===== src/rtl/core/bls_pkg.sv =====
// ----------------------------------------------------------------------------
// bls_pkg
// shared types, codes and helpers of the line stepper
// ----------------------------------------------------------------------------
package bls_pkg;

  localparam int CFG_BITS   = 9;
  localparam int COLOR_BITS = 16;

  localparam logic CMD_START   = 1'b0;
  localparam logic CMD_ADVANCE = 1'b1;

  localparam logic REG_SCREEN_WIDTH  = 1'b0;
  localparam logic REG_SCREEN_HEIGHT = 1'b1;

  localparam logic [CFG_BITS-1:0] SCREEN_WIDTH_RESET  = 9'd160;
  localparam logic [CFG_BITS-1:0] SCREEN_HEIGHT_RESET = 9'd128;

  typedef logic [COLOR_BITS-1:0] color_t;

  typedef struct packed {
    logic on_screen;
    logic last_pixel;
    logic pixel_valid;
  } pix_flags_t;

  function automatic color_t swap_red_blue(input color_t c);
    return {c[4:0], c[10:5], c[15:11]};
  endfunction

endpackage


===== src/rtl/core/bls_cfg_regs.sv =====
// ----------------------------------------------------------------------------
// bls_cfg_regs
// screen size registers written through the configuration port
// ----------------------------------------------------------------------------
module bls_cfg_regs
  import bls_pkg::*;
(
  input  logic                clk,
  input  logic                rst_n,
  input  logic                cfg_we,
  input  logic                cfg_index,
  input  logic [CFG_BITS-1:0] cfg_wdata,
  output logic [CFG_BITS-1:0] screen_width,
  output logic [CFG_BITS-1:0] screen_height
);

  logic [CFG_BITS-1:0] width_r;
  logic [CFG_BITS-1:0] height_r;

  always_ff @(posedge clk) begin
    if (!rst_n) begin
      width_r  <= SCREEN_WIDTH_RESET;
      height_r <= SCREEN_HEIGHT_RESET;
    end else if (cfg_we) begin
      case (cfg_index)
        REG_SCREEN_WIDTH:  width_r  <= cfg_wdata;
        REG_SCREEN_HEIGHT: height_r <= cfg_wdata;
        default: ;
      endcase
    end
  end

  assign screen_width  = width_r;
  assign screen_height = height_r;

endmodule


===== src/rtl/core/bls_datapath.sv =====
// ----------------------------------------------------------------------------
// bls_datapath
// line state registers and the single step of the line walk
// ----------------------------------------------------------------------------
module bls_datapath
  import bls_pkg::*;
#(
  parameter int COORD_BITS = 9
) (
  input  logic                         clk,
  input  logic                         rst_n,
  input  logic                         step_en,
  input  logic                         command,
  input  logic signed [COORD_BITS-1:0] start_x,
  input  logic signed [COORD_BITS-1:0] start_y,
  input  logic signed [COORD_BITS-1:0] end_x,
  input  logic signed [COORD_BITS-1:0] end_y,
  input  color_t                       color,
  input  logic [CFG_BITS-1:0]          screen_width,
  input  logic [CFG_BITS-1:0]          screen_height,
  output logic signed [COORD_BITS-1:0] res_x,
  output logic signed [COORD_BITS-1:0] res_y,
  output color_t                       res_color,
  output pix_flags_t                   res_flags
);

  localparam int DW   = COORD_BITS + 1;
  localparam int EW   = COORD_BITS + 2;
  localparam int SW   = COORD_BITS + 3;
  localparam int CMPW = (COORD_BITS > CFG_BITS) ? COORD_BITS : CFG_BITS;

  logic signed [COORD_BITS-1:0] cur_x_r, cur_y_r, tgt_x_r, tgt_y_r;
  logic signed [COORD_BITS-1:0] cur_x_nxt, cur_y_nxt, tgt_x_nxt, tgt_y_nxt;
  logic [DW-1:0]                dist_x_r, dist_y_r, dist_x_nxt, dist_y_nxt;
  logic                         neg_x_r, neg_y_r, neg_x_nxt, neg_y_nxt;
  logic signed [EW-1:0]         err_r, err_nxt;
  color_t                       color_r, color_nxt;
  logic                         active_r, active_nxt;

  logic signed [DW-1:0] diff_x, diff_y;
  logic [DW-1:0]        abs_x, abs_y;
  logic signed [EW-1:0] err_start;
  logic signed [SW-1:0] e2, dxs, dys, err_adv;
  logic                 move_x, move_y;
  logic                 emit, last, on;

  // start of a line
  always_comb begin
    diff_x    = DW'(end_x) - DW'(start_x);
    diff_y    = DW'(end_y) - DW'(start_y);
    abs_x     = diff_x[DW-1] ? DW'(-diff_x) : DW'(diff_x);
    abs_y     = diff_y[DW-1] ? DW'(-diff_y) : DW'(diff_y);
    err_start = (abs_x > abs_y) ? $signed(EW'(abs_x >> 1)) : -$signed(EW'(abs_y >> 1));
  end

  // one step of an active line
  always_comb begin
    e2      = SW'(err_r);
    dxs     = $signed({2'b00, dist_x_r});
    dys     = $signed({2'b00, dist_y_r});
    move_x  = e2 > -dxs;
    move_y  = e2 < dys;
    err_adv = e2 - (move_x ? dys : SW'(0)) + (move_y ? dxs : SW'(0));
  end

  always_comb begin
    cur_x_nxt  = cur_x_r;
    cur_y_nxt  = cur_y_r;
    tgt_x_nxt  = tgt_x_r;
    tgt_y_nxt  = tgt_y_r;
    dist_x_nxt = dist_x_r;
    dist_y_nxt = dist_y_r;
    neg_x_nxt  = neg_x_r;
    neg_y_nxt  = neg_y_r;
    err_nxt    = err_r;
    color_nxt  = color_r;
    emit       = 1'b0;
    if (command == CMD_START) begin
      cur_x_nxt  = start_x;
      cur_y_nxt  = start_y;
      tgt_x_nxt  = end_x;
      tgt_y_nxt  = end_y;
      dist_x_nxt = abs_x;
      dist_y_nxt = abs_y;
      neg_x_nxt  = diff_x[DW-1] || (diff_x == '0);
      neg_y_nxt  = diff_y[DW-1] || (diff_y == '0);
      err_nxt    = err_start;
      color_nxt  = color;
      emit       = 1'b1;
    end else if (active_r) begin
      if (move_x) begin
        cur_x_nxt = neg_x_r ? cur_x_r - COORD_BITS'(1) : cur_x_r + COORD_BITS'(1);
      end
      if (move_y) begin
        cur_y_nxt = neg_y_r ? cur_y_r - COORD_BITS'(1) : cur_y_r + COORD_BITS'(1);
      end
      err_nxt = EW'(err_adv);
      emit    = 1'b1;
    end
  end

  always_comb begin
    last = (cur_x_nxt == tgt_x_nxt) && (cur_y_nxt == tgt_y_nxt);
    on   = !cur_x_nxt[COORD_BITS-1] && !cur_y_nxt[COORD_BITS-1]
        && (CMPW'($unsigned(cur_x_nxt)) < CMPW'(screen_width))
        && (CMPW'($unsigned(cur_y_nxt)) < CMPW'(screen_height));
    active_nxt = emit ? !last : active_r;
    res_x      = emit ? cur_x_nxt : '0;
    res_y      = emit ? cur_y_nxt : '0;
    res_color  = emit ? swap_red_blue(color_nxt) : '0;
    res_flags.on_screen   = emit && on;
    res_flags.last_pixel  = emit && last;
    res_flags.pixel_valid = emit;
  end

  always_ff @(posedge clk) begin
    if (!rst_n) begin
      cur_x_r  <= '0;
      cur_y_r  <= '0;
      tgt_x_r  <= '0;
      tgt_y_r  <= '0;
      dist_x_r <= '0;
      dist_y_r <= '0;
      neg_x_r  <= 1'b0;
      neg_y_r  <= 1'b0;
      err_r    <= '0;
      color_r  <= '0;
      active_r <= 1'b0;
    end else if (step_en) begin
      cur_x_r  <= cur_x_nxt;
      cur_y_r  <= cur_y_nxt;
      tgt_x_r  <= tgt_x_nxt;
      tgt_y_r  <= tgt_y_nxt;
      dist_x_r <= dist_x_nxt;
      dist_y_r <= dist_y_nxt;
      neg_x_r  <= neg_x_nxt;
      neg_y_r  <= neg_y_nxt;
      err_r    <= err_nxt;
      color_r  <= color_nxt;
      active_r <= active_nxt;
    end
  end

endmodule


===== src/rtl/core/bls_out_reg.sv =====
// ----------------------------------------------------------------------------
// bls_out_reg
// result register with valid/ready toward the consumer
// ----------------------------------------------------------------------------
module bls_out_reg
  import bls_pkg::*;
#(
  parameter int COORD_BITS = 9
) (
  input  logic                         clk,
  input  logic                         rst_n,
  input  logic                         load,
  input  logic signed [COORD_BITS-1:0] res_x,
  input  logic signed [COORD_BITS-1:0] res_y,
  input  color_t                       res_color,
  input  pix_flags_t                   res_flags,
  output logic                         can_load,
  output logic                         out_valid,
  input  logic                         out_ready,
  output logic signed [COORD_BITS-1:0] out_pixel_x,
  output logic signed [COORD_BITS-1:0] out_pixel_y,
  output color_t                       out_pixel_color,
  output pix_flags_t                   out_flags
);

  logic                         valid_r, valid_nxt;
  logic signed [COORD_BITS-1:0] x_r, y_r;
  color_t                       color_r;
  pix_flags_t                   flags_r;

  assign can_load  = !valid_r || out_ready;
  assign valid_nxt = load || (valid_r && !out_ready);

  always_ff @(posedge clk) begin
    if (!rst_n) begin
      valid_r <= 1'b0;
    end else begin
      valid_r <= valid_nxt;
    end
  end

  always_ff @(posedge clk) begin
    if (load) begin
      x_r     <= res_x;
      y_r     <= res_y;
      color_r <= res_color;
      flags_r <= res_flags;
    end
  end

  assign out_valid       = valid_r;
  assign out_pixel_x     = x_r;
  assign out_pixel_y     = y_r;
  assign out_pixel_color = color_r;
  assign out_flags       = flags_r;

endmodule


===== src/rtl/core/bresenham_line_stepper_core.sv =====
// ----------------------------------------------------------------------------
// bresenham_line_stepper_core
// line pixel generator, one pixel item out for every item in
// the result item is valid in the cycle after its input item is accepted
// throughput: 1 item per cycle, set by the single step datapath into the result register
// the result register frees in the cycle it is taken, so input flows with out_ready high
// reset: synchronous active low, line idle, screen 160 x 128, no result pending
// ----------------------------------------------------------------------------
module bresenham_line_stepper_core
  import bls_pkg::*;
#(
  parameter int COORD_BITS = 9
) (
  input  logic                         clk,
  input  logic                         rst_n,
  input  logic                         cfg_we,
  input  logic                         cfg_index,
  input  logic [CFG_BITS-1:0]          cfg_wdata,
  input  logic                         in_valid,
  output logic                         in_ready,
  input  logic                         in_command,
  input  logic signed [COORD_BITS-1:0] in_start_x,
  input  logic signed [COORD_BITS-1:0] in_start_y,
  input  logic signed [COORD_BITS-1:0] in_end_x,
  input  logic signed [COORD_BITS-1:0] in_end_y,
  input  logic [COLOR_BITS-1:0]        in_color,
  output logic                         out_valid,
  input  logic                         out_ready,
  output logic signed [COORD_BITS-1:0] out_pixel_x,
  output logic signed [COORD_BITS-1:0] out_pixel_y,
  output logic [COLOR_BITS-1:0]        out_pixel_color,
  output logic                         out_on_screen,
  output logic                         out_last_pixel,
  output logic                         out_pixel_valid
);

  logic [CFG_BITS-1:0]          screen_width, screen_height;
  logic                         accept;
  logic signed [COORD_BITS-1:0] res_x, res_y;
  color_t                       res_color;
  pix_flags_t                   res_flags, out_flags;

  assign accept = in_valid && in_ready;

  bls_cfg_regs u_cfg_regs (
    .clk           (clk),
    .rst_n         (rst_n),
    .cfg_we        (cfg_we),
    .cfg_index     (cfg_index),
    .cfg_wdata     (cfg_wdata),
    .screen_width  (screen_width),
    .screen_height (screen_height)
  );

  bls_datapath #(
    .COORD_BITS (COORD_BITS)
  ) u_datapath (
    .clk           (clk),
    .rst_n         (rst_n),
    .step_en       (accept),
    .command       (in_command),
    .start_x       (in_start_x),
    .start_y       (in_start_y),
    .end_x         (in_end_x),
    .end_y         (in_end_y),
    .color         (in_color),
    .screen_width  (screen_width),
    .screen_height (screen_height),
    .res_x         (res_x),
    .res_y         (res_y),
    .res_color     (res_color),
    .res_flags     (res_flags)
  );

  bls_out_reg #(
    .COORD_BITS (COORD_BITS)
  ) u_out_reg (
    .clk             (clk),
    .rst_n           (rst_n),
    .load            (accept),
    .res_x           (res_x),
    .res_y           (res_y),
    .res_color       (res_color),
    .res_flags       (res_flags),
    .can_load        (in_ready),
    .out_valid       (out_valid),
    .out_ready       (out_ready),
    .out_pixel_x     (out_pixel_x),
    .out_pixel_y     (out_pixel_y),
    .out_pixel_color (out_pixel_color),
    .out_flags       (out_flags)
  );

  assign out_on_screen   = out_flags.on_screen;
  assign out_last_pixel  = out_flags.last_pixel;
  assign out_pixel_valid = out_flags.pixel_valid;

endmodule


===== config.mk =====
export PLATFORM = sky130hd
export DESIGN_NAME = bresenham_line_stepper_core
export DESIGN_NICKNAME = d
export VERILOG_FILES = /design/src/rtl/core/bls_pkg.sv /design/src/rtl/core/bls_cfg_regs.sv /design/src/rtl/core/bls_datapath.sv /design/src/rtl/core/bls_out_reg.sv /design/src/rtl/core/bresenham_line_stepper_core.sv
export SDC_FILE = /design/constraint.sdc
export NUM_CORES = 1
export LEC_CHECK = 0
export BUFFER_PORTS_ARGS = -buffer_cell sky130_fd_sc_hd__buf_2
export CAP_MARGIN = 20
export CORE_MARGIN = 3
export CORE_UTILIZATION = 40
export CTS_CLUSTER_DIAMETER = 60
export DETAILED_ROUTE_END_ITERATION = 16
export SLEW_MARGIN = 40
export SYNTH_ARGS = -nofsm -noshare
export SYNTH_HDL_FRONTEND = slang
export SYNTH_HIERARCHICAL = 1
export SYNTH_SLANG_ARGS = --single-unit

===== constraint.sdc =====
create_clock -name clk -period 11.6 [get_ports clk]
set_input_delay 1.16 -clock clk [delete_from_list [all_inputs] [get_ports clk]]
set_output_delay 1.16 -clock clk [all_outputs]
set_load 0.01 [all_outputs]

=== After elaboration in Yosys (flattened, before gate mapping) ===
Cells that the tools add are included.

* Output and inout port bits: 39
* Bits in latches: 0
* Flip-flop bits (word level): 142
* Bits in read-only memories: 0
* Memories kept: 0
* RAM bits: 0

* Bitwise operators: 2
* $mul: 0
* Order comparisons: 5
* Div/mod/pow operators: 0
* Eq/ne operators: 3
* $add $sub $neg: 12
* Shift operators: 0
* Reduce and logical (&&, ||, !) cells: 24
* Mux-type cells: 20

{| class="wikitable"
|+ Operators with widths
! cell !! number
|-
| $mux 9 || 10
|-
| $mux 10 || 4
|-
| $mux 11 || 3
|-
| $logic_not 10->1 || 2
|-
| $neg 10->10 || 2
|-
| $sub 9x9->10 || 2
|-
| $add 9x2->9 const B || 2
|-
| $eq 9x9->1 || 2
|-
| $lt 9x9->1 || 2
|-
| $sub 9x2->9 const B || 2
|-
| $mux 16 || 1
|-
| $gt 11x12->1 || 1
|-
| $neg 10->12 || 1
|-
| $add 11x11->11 || 1
|-
| $lt 11x11->1 || 1
|-
| $neg 9->11 || 1
|-
| $sub 11x11->11 || 1
|-
| $gt 10x10->1 || 1
|-
| $reduce_and 2->1 || 5
|-
| $logic_and 1x1->1 || 8
|-
| $logic_not 1->1 || 5
|-
| $logic_or 1x1->1 || 4
|-
| $mux 1 || 2
|-
| $ne 2x1->1 const B || 1
|-
| $not 1->1 || 2
|}

=== Depth between registers and ports, before layout ===
* Word-level depth: 10
* Mapped depth: 26
* Mapped depth without buffers: 25

=== Hierarchy ===
Netlist, hierarchy kept.

{| class="wikitable"
|+ By module, submodules not included
! module !! cells an instance !! seq. area each (sq um) !! area an instance (sq um) !! instances
|-
| bls_datapath || 1161 || 1721.7 || 8628.3 || 1
|-
| bls_out_reg || 41 || 1131.1 || 1159.9 || 1
|-
| bls_cfg_regs || 73 || 360.3 || 706.9 || 1
|-
| bresenham_line_stepper_core || 1 || 0.0 || 6.3 || 1
|}

=== Worst setup path before layout ===
No wires, ideal clock.

* Kind: register to register
* Start point: reg u_datapath.dist_x_r[2]
* End point: reg u_datapath.err_r[10]
* Clock period less this slack: 5.297 ns
* Path slack: 6.303 ns
* Arrival time: 5.178 ns
* Cell stages (with the launch flop): 24
* Path through: dfxtp_1 -> nor4_1 -> nand2_1 -> o41ai_1 -> o21ai_0 -> ha_1 -> and4_1 -> a221oi_2 -> a21boi_0 -> clkbuf_1 -> and2_1 -> fa_1 -> inv_1 -> fa_1 -> a21o_1 -> a21oi_1 -> o21bai_1 -> a21oi_1 -> nor2_1 -> a211oi_1 -> o21ai_0 -> xnor2_1 -> a21oi_1 -> a21oi_1

* Word-level cells in the longest chain between the ends: 7

{| class="wikitable"
|+ Ends and longest elaborated chain
! item !! line !! text
|-
| start, declared || bls_datapath.sv:34 || <nowiki>logic [DW-1:0] dist_x_r, dist_y_r, dist_x_nxt, dist_y_nxt;</nowiki>
|-
| start signal, assigned || bls_datapath.sv:134 || <nowiki>dist_x_r <= dist_x_nxt;</nowiki>
|-
| $neg 10->12 || bls_datapath.sv:61 || <nowiki>move_x = e2 > -dxs;</nowiki>
|-
| $gt 11x12->1 || bls_datapath.sv:61 ||
|-
| $mux 10 || bls_datapath.sv:63 || <nowiki>err_adv = e2 - (move_x ? dys : SW'(0)) + (move_y ? dxs : SW'(0));</nowiki>
|-
| $sub 11x11->11 || bls_datapath.sv:63 ||
|-
| $add 11x11->11 * || bls_datapath.sv:63 ||
|-
| $mux 11 * || bls_datapath.sv:90 || <nowiki>end else if (active_r) begin</nowiki>
|-
| $mux 11 * || bls_datapath.sv:78 || <nowiki>if (command == CMD_START) begin</nowiki>
|-
| end signal, assigned || bls_datapath.sv:138 || <nowiki>err_r <= err_nxt;</nowiki>
|-
| end, declared || bls_datapath.sv:36 || <nowiki>logic signed [EW-1:0] err_r, err_nxt;</nowiki>
|}

Mark *: on every way between the ends. The rest lies on a longest branch, timed or not. The select of a mux whose other input is x is not followed.
A chain may end at the register's enable or synchronous reset.

=== Worst setup path after layout ===
Ends and elaborated chain as after synthesis.

==> flow_summary.json <==
{
  "status": "finished clean",
  "cp-startpoint": "u_datapath/dist_x_r[2]$_SDFFE_PN0P_",
  "drc": 0,
  "critPathKind": "flop to flop",
  "drt_first_pass_iters": 7,
  "synthTopCellsByArea": "dfxtp_1, ha_1, edfxtp_1",
  "synth_area_um2": 10500,
  "cts.htree.levels": 4,
  "clk-insertion-delay-late_ns": 0.44,
  "path_clk_slew_ns": 0.07,
  "p_leak_nw": 5.18,
  "wl_met2_um": 12400,
  "synthArstFlopShare": 0,
  "highest_layer": "met5",
  "critPathMaxFanout": 13,
  "ys.flop_type": "dfxtp_1",
  "clockBufferDepth": 2,
  "max_cap_viol_count": 0,
  "core_um2": 25500,
  "n_antenna_cell": 0,
  "path_cells": "nor4_1, nand2_1, o41ai_1, o21ai_0, ha_1, and4_1, a221oi_2, a21boi_0, buf_4, and2_1, fa_1, inv_1, fa_1, a21o_1, a21oi_1, o21bai_1, a21oi_1, nor2_1, a211oi_1, o21ai_0, xnor2_1, a21oi_1, a21oi_1",
  "synth_mux_area_frac": 0.0481,
  "cp-start-kind": "flop",
  "dp_hpwl_um": 21700,
  "syn2layout_area_growth_pct": 12.7,
  "dpl.cell_count": 1666,
  "synth_fa_ha_area_frac": 0.139,
  "synth_edf_count": 37,
  "synth-simple-area-share": 0.184,
  "dr.first_iter.drc_count": 734,
  "crit_slowest_cell": "a221oi_2",
  "design_area_um2": 11800,
  "critical_path_buf_inv_count": 2,
  "yosysMostFrequentCell": "nand2_1",
  "max_slew_margin": 0.445,
  "end_kind": "flop",
  "avgSynthCellArea_um2": 8.23,
  "synth-warning-count": 6,
  "r2r-start": "u_datapath/dist_x_r[2]$_SDFFE_PN0P_",
  "io_pins": 107,
  "cpMostUsedCell": "a21oi_1",
  "finClkSkew_ns": 0.0142,
  "synth_top_area_share": 0.200,
  "drt-vias-per-instance": 5.41,
  "min_period_over_period": 0.492,
  "wl_per_cell_um": 17.0,
  "ys_seq_elements": 142,
  "start_util": 0.412,
  "tightest_slew_ns": 0.832,
  "place_congestion": 0.913,
  "hold_violations": 0,
  "max_freq_ghz": 0.175,
  "dpl-instance-area_um2": 11300,
  "grt_max_degree": 62,
  "cp_slowest_stage_delay_ns": 0.53,
  "grt_first_pass_wirelength_um": 46300,
  "synth_commonest_cells": "nand2_1, inv_1, a21oi_1, dfxtp_1, ha_1",
  "cts_resized": 0,
  "synth_top_area_cell": "dfxtp_1",
  "rsz0062_at_grt": "no",
  "yosys.cell_types.count": 78,
  "slew_viol_final": 0,
  "met1_length_um": 14000,
  "holdCritStartpoint": "u_cfg_regs/screen_height[5]$_SDFFE_PN0P_",
  "cts.sinks": 142,
  "netlist_instances": 1276,
  "dieArea_um2": 28200,
  "ant_nets": 0,
  "synth_xor_xnor_area_share": 0.0861,
  "root_buffer": "clkbuf_16",
  "synth_top_family_by_area": "simple AND/OR/NAND/NOR gates",
  "die_width_um": 168,
  "syn-num-nets": 1452,
  "post_cts_buffers": 0,
  "cts_tree": "built",
  "setup_viol": 0,
  "min_path_type": "flop to flop",
  "nets": 1531,
  "grt_usage": 0.204,
  "drive_above_1_share": 0.126,
  "wl_met3_um": 1900,
  "routed_wl_um": 28900,
  "synth_compound_area_frac": 0.171,
  "core.rowCount": 58,
  "power_density_nw_per_um2": 155,
  "arrival_ns": 6.08,
  "ys_seq_area_frac": 0.306,
  "peakVddDrop_v": 0.0000818,
  "cts_hold_buffers": 0,
  "worstPathRequired_ns": 11.97,
  "fin_crit_ns": 5.71,
  "instances_no_fill": 1698,
  "numCtsBuffers": 17,
  "timing.hold.ws_ns": 0.455,
  "vias": 9181,
  "die_h_um": 168,
  "grt.overflow.total": 0,
  "crit_family": "compound AO/OA/AOI/OAI gates",
  "port_buffers": 106,
  "setup-tns-final_ns": 0,
  "antenna_found_initial": 1,
  "grt_pass1_vias": 8579
}
[report_power, final]
group	internal [mW]	switching (mW)	leakage [nW]
Clock	0.281	0.250	0.263
Sequential	0.547	0.0358	1.23
Combinational	0.295	0.423	3.68
[registers in the layout, indices dropped and copies added (netlist names), 9 cells and up]
name                       flops
u_datapath/dist_x_r           10
u_datapath/dist_y_r           10
u_datapath/cur_x_r             9
u_datapath/cur_y_r             9
u_datapath/color_r            16
u_out_reg/out_pixel_y          9
u_out_reg/out_pixel_x          9
u_out_reg/out_pixel_color     16
u_datapath/tgt_y_r             9
u_cfg_regs/screen_width        9
u_datapath/tgt_x_r             9
u_datapath/err_r              11
u_cfg_regs/screen_height       9
[logic make-up after synthesis]
kind of cell,Yosys count
simple gates,410
fa+ha+maj,108
buf+inv,179
mux,50
compound gates,291
flops,142
xor+xnor,96
[metal layers]
metal,GRT usage,up-vias
li1,-,4559
met1,0.303,4318
met2,0.304,268
met3,0.0317,34
met4,0.0601,2
met5,0,-
[path summary, 6_finish.rpt]
path	to	slack, ns	cells after the start
max	u_datapath/err_r[10]$_SDFFE_PN0P_	5.89	23
min	u_cfg_regs/screen_height[5]$_SDFFE_PN0P_	0.46	2
max reg2reg	u_datapath/err_r[10]$_SDFFE_PN0P_	5.89	23
min reg2reg	u_cfg_regs/screen_height[5]$_SDFFE_PN0P_	0.46	2
[placed cells by master, fill, tap and decap left out, drive strengths merged, types with 14 or more instances in the layout]
| cell type | synthesis | final |
|---|---|---|
| fa | 14 | 14 |
| ha | 94 | 94 |
| clkbuf | 38 | 17 |
| a21o | 19 | 19 |
| xnor2 | 50 | 50 |
| a211oi | 20 | 20 |
| buf | 15 | 113 |
| xor2 | 45 | 45 |
| nand2 | 165 | 165 |
| nand3 | 31 | 31 |
| inv | 126 | 135 |
| nor2 | 91 | 91 |
| dfxtp | 105 | 105 |
| a21oi | 111 | 111 |
| o21ai | 70 | 70 |
| edfxtp | 37 | 37 |
| nor3 | 22 | 22 |
| mux2i | 46 | 46 |
| and2 | 29 | 29 |
[worst reg2reg max path, stage by stage, from the launching register on]
cell,delay (ns)
dfxtp_1,0.36
nor4_1,0.37
nand2_1,0.16
o41ai_1,0.25
o21ai_0,0.14
ha_1,0.30
and4_1,0.22
a221oi_2,0.53
a21boi_0,0.19
buf_4,0.21
and2_1,0.18
fa_1,0.49
inv_1,0.07
fa_1,0.46
a21o_1,0.18
a21oi_1,0.21
o21bai_1,0.09
a21oi_1,0.23
nor2_1,0.08
a211oi_1,0.33
o21ai_0,0.17
xnor2_1,0.18
a21oi_1,0.09
a21oi_1,0.16
[metrics by stage]
stage	util	power (mW)	setup WS (ns)
after global routing	0.465	1.95	5.35
after detailed placement	0.443	1.30	5.89
after global placement	0.443	1.29	6.00
after floorplan	-	1.12	6.30
after CTS	0.465	1.84	5.89
final	0.465	1.83	5.89
[area by class of cell]
type | instances | area (um^2)
inverters | 126 | 473
multi-input cells | 955 | 6600
clock inverters | 15 | 126
fillers | 2472 | 13600
clock buffers | 17 | 425
well taps | 330 | 413
repair buffers | 113 | 583
flip-flops and latches | 142 | 3210
Note: power is estimated with default switching activity, not from simulation.
